File: config.mk
export PLATFORM = sky130hd
export DESIGN_NAME = lapf_cell
export DESIGN_NICKNAME = d
export VERILOG_FILES = /design/src/rtl/lapf_pkg.sv /design/src/rtl/lapf_cell.sv
export SDC_FILE = /design/constraint.sdc
export NUM_CORES = 1
export LEC_CHECK = 0
export ABC_CLOCK_PERIOD_IN_PS = 800
export BUFFER_PORTS_ARGS = -buffer_cell sky130_fd_sc_hd__buf_2
export CORE_ASPECT_RATIO = 1.75
export CORE_UTILIZATION = 30
export DETAILED_ROUTE_END_ITERATION = 10
export GPL_ROUTABILITY_DRIVEN = 0
export RECOVER_POWER = 25
export SYNTH_ARGS = -nofsm -noshare
export SYNTH_HDL_FRONTEND = slang
export SYNTH_SLANG_ARGS = --single-unit
File: constraint.sdc
create_clock -name clock -period 0.8 [get_ports clock]
set_input_delay 0.08 -clock clock [delete_from_list [all_inputs] [get_ports clock]]
set_output_delay 0.08 -clock clock [all_outputs]
set_load 0.03 [all_outputs]
File: src/rtl/lapf_pkg.sv
// Shared types and constants of the Laplacian 3x3 edge filter.
package lapf_pkg;

   localparam int PIXEL_W      = 8;
   localparam int EDGE_W       = 11;
   localparam int CENTRE_COL_W = 10;
   localparam int ROW_W        = 12;
   localparam int WIDTH_REG_W  = 11;
   localparam int HEIGHT_REG_W = 12;
   localparam int CSR_DATA_W   = 12;
   localparam int CSR_INDEX_W  = 1;
   localparam int DIM_W        = 13;

   localparam logic [DIM_W-1:0] MIN_DIM = 13'd5;
   localparam logic [DIM_W-1:0] BORDER  = 13'd2;

   localparam logic [CSR_INDEX_W-1:0] REG_IMAGE_WIDTH  = 1'b0;
   localparam logic [CSR_INDEX_W-1:0] REG_IMAGE_HEIGHT = 1'b1;

   localparam logic [WIDTH_REG_W-1:0]  WIDTH_RESET  = 11'd640;
   localparam logic [HEIGHT_REG_W-1:0] HEIGHT_RESET = 12'd480;

   typedef struct packed {
      logic [PIXEL_W-1:0] upper;
      logic [PIXEL_W-1:0] middle;
      logic [PIXEL_W-1:0] lower;
   } column_type;

endpackage

File: src/rtl/lapf_cell.sv
// One column cell of the 3x3 window: holds three pixels and hands them on.
module lapf_cell (
   input  logic                  clock,
   input  logic                  shift_enable,
   input  lapf_pkg::column_type  column_in,
   output lapf_pkg::column_type  column_out
);

   lapf_pkg::column_type column_ff;

   always_ff @(posedge clock) begin
      if (shift_enable) begin
         column_ff <= column_in;
      end
   end

   assign column_out = column_ff;

endmodule

==> impl_table.tex <==
\begin{tabular}{lr}
\hline
Metric & Value \\
\hline
\multicolumn{2}{l}{\textbf{STA}} \\
Max transition margin & 62.6\% \\
Highest Clock Rate & 1110 MHz \\
Setup repair after global routing missed its margin & true \\
Setup TNS Final & -1770 ps \\
Final number of hold-violating endpoints & 0 \\
Fin crit share & 113\% \\
Worst slack on hold paths & 8.46 ps \\
Minimum clock period after layout & 903 ps \\
Number of slew-limit violations in the final report & 0 \\
Post-layout worst setup margin & -103 ps \\
\# setup viols final & 24 \\
Tightest Pin Transition & 561 ps \\
\multicolumn{2}{l}{\textbf{Floorplan}} \\
Effective utilization at floorplan & 31.7\% \\
Io pins & 50 \\
DIE AREA & 0.00261 mm² \\
Die outline width & 39.1 µm \\
Height of the die & 66.8 µm \\
Core outline area & 0.00227 mm² \\
Site row count & 23 \\
\multicolumn{2}{l}{\textbf{Cells and area}} \\
Layout-stage area growth over the synthesis result & 98.1\% \\
Number of flip-flops under the largest register name & 24 \\
Post-route cell area & 0.00143 mm² \\
Multi-input combinational cell count & 0 \\
Multi-input logic area & 0 µm² \\
Layout cell share with drive strength beyond 1 & 52.5\% \\
Antenna Cells & 0 \\
Final standard cell utilization of the core & 62.8\% \\
Filler-free cell count of the finished design & 126 \\
Final Net Count & 128 \\
\multicolumn{2}{l}{\textbf{Hold path}} \\
Worst Hold End & column\_out[18] \\
Path type of the worst min-delay path & in2reg \\
Worst hold path startpoint & column\_in[18] \\
Cells on Worst Hold Path & 1 \\
\multicolumn{2}{l}{\textbf{Setup path}} \\
Cell family contributing the most delay on the critical path & flip-flops \\
Top fanout value on the critical path & 1 \\
Kind of start point of the critical path & flip-flop \\
Cell with the biggest individual delay on the critical path & sky130\_fd\_sc\_hd\_\_edfxtp\_1 \\
Cell-by-cell listing of the critical path & buf\_6 \\
Required @ worst endpoint & 720 ps \\
Kind of end point of the critical path & output port \\
Critical Path Max Stage Delay & 410 ps \\
Arrival time worst endpoint & 820 ps \\
Buf+Inv Stages, Crit Path & 1 \\
Path type of the worst setup path & reg2out \\
\multicolumn{2}{l}{\textbf{Status}} \\
Result of the run & finished with violations \\
Failing checks & negative setup slack \\
\multicolumn{2}{l}{\textbf{Global route}} \\
Vias in the first global route & 530 \\
Maximum number of pins on one net before global-route repair & 25 \\
Initial antenna violation count & 0 \\
Overflow left after global routing & 0 \\
Global-route wire length before repair & 2.19 mm \\
Global routing usage summed across all routing layers & 12.6\% \\
\multicolumn{2}{l}{\textbf{Routing}} \\
Total via count after detailed routing & 528 \\
Iter 0 DRT Violations & 12 \\
Detail Route Antenna Nets & 0 \\
Routed wire per std cell & 11.7 µm \\
Detailed-route vias per instance & 4.19 \\
Total Wirelength & 1.48 mm \\
Post-detailed-route DRC marker count & 0 \\
DRT Pass-1 Iters & 2 \\
\multicolumn{2}{l}{\textbf{Synth}} \\
Mapped cell area & 721 µm² \\
Post-synthesis sequential area ratio & 100\% \\
Count of unique library cells instantiated by Yosys & 1 \\
FF+latch count, synth & 24 \\
Average size of a mapped cell & 30.0 µm² \\
Synth Net Count & 50 \\
Warnings, synthesis & 0 \\
Cell count after synthesis & 24 \\
\multicolumn{2}{l}{\textbf{Clocking}} \\
Clock sink count & 24 \\
Deepest clock path buffer count & 2 \\
Clock root cell & sky130\_fd\_sc\_hd\_\_clkbuf\_8 \\
Post-CTS setup buffers & 0 \\
Clock buffers created by TritonCTS & 3 \\
H-tree levels & 1 \\
TritonCTS clock tree & built \\
Clock-pin slew on the worst setup and hold paths & 70 ps \\
\multicolumn{2}{l}{\textbf{Power and ir drop}} \\
Maximum vdd ir drop & 0.00136 V \\
Power per unit of standard cell area & 1950 mW/mm² \\
Overall Power & 2.78 mW \\
Leakage component of the power & 0.602 nW \\
\multicolumn{2}{l}{\textbf{Placed design}} \\
Total placed cells including tap cells & 99 \\
Post-DP HPWL & 875 µm \\
Place WS & 137 ps \\
Area of placed instances & 0.00102 mm² \\
I/O Buffers & 49 \\
\multicolumn{2}{l}{\textbf{Job}} \\
Total of max-cap violations & 0 \\
\hline
\end{tabular}
==> where the power goes <==
| part | internal [mW] | leakage (nW) | total, mW | switching, mW |
|---|---|---|---|---|
| clock network | 0.341 | 0.0231 | 0.666 | 0.325 |
| registers | 1.50 | 0.235 | 1.54 | 0.0465 |
| logic | 0.289 | 0.344 | 0.568 | 0.278 |
==> synthesized netlist by cell type <==
master                     instances  area, µm²
sky130_fd_sc_hd__edfxtp_1         24        721
==> repair_timing <==
| action | 4_1_cts | 5_1_grt |
|---|---|---|
| endpoints found under the setup margin | 24 | 24 |
| cloned | 0 | 0 |
| hold endpoints to repair | 18 | 5 |
| hold buffers | 18 | 5 |
| gates resized for setup | 48 | 0 |
==> logic make-up after synthesis <==
kind of cell | Yosys count | share of synthesized area, %
DFF | 24 | 100
==> worst max-delay path by stage <==
| stage | startpoint | end | slack, ps | cells after the start |
|---|---|---|---|---|
| after floorplan | column_out[0] | column_out[0] | 220 | 0 |
| after global placement | shift_enable | column_out[10] | 150 | 2 |
| after detailed placement | shift_enable | column_out[10] | 140 | 2 |
| after CTS | column_out[4] | column_out[4] | -100 | 1 |
| after global routing | column_out[4] | column_out[4] | -140 | 1 |
| final | column_out[8] | column_out[8] | -100 | 1 |
==> cells in the final DEF (no fill, tap or decap) <==
master / Yosys / routed
sky130_fd_sc_hd__buf_2: 0 / 25
sky130_fd_sc_hd__clkbuf_2: 0 / 1
sky130_fd_sc_hd__clkinv_1: 0 / 1
sky130_fd_sc_hd__edfxtp_1: 24 / 24
sky130_fd_sc_hd__dlygate4sd3_1: 0 / 23
sky130_fd_sc_hd__buf_6: 0 / 24
sky130_fd_sc_hd__clkbuf_8: 0 / 3
==> final cells by class <==
class / instances / area, µm²
timing repair buffer: 73 / 631
clock inverter: 1 / 3.75
fill: 168 / 846
clock buffer: 3 / 41.3
sequential: 24 / 721
tap: 25 / 31.3
==> layer usage <==
layer / vias up / global-route usage [%] / routed length [µm]
met2: 35 / 22.5 / 846
li1: 249 / - / -
met3: 2 / 1.67 / 107
met4: 0 / 7.76 / 9
met5: - / 0 / 0
met1: 242 / 13.0 / 512
Power figures use the tool's default switching activity.
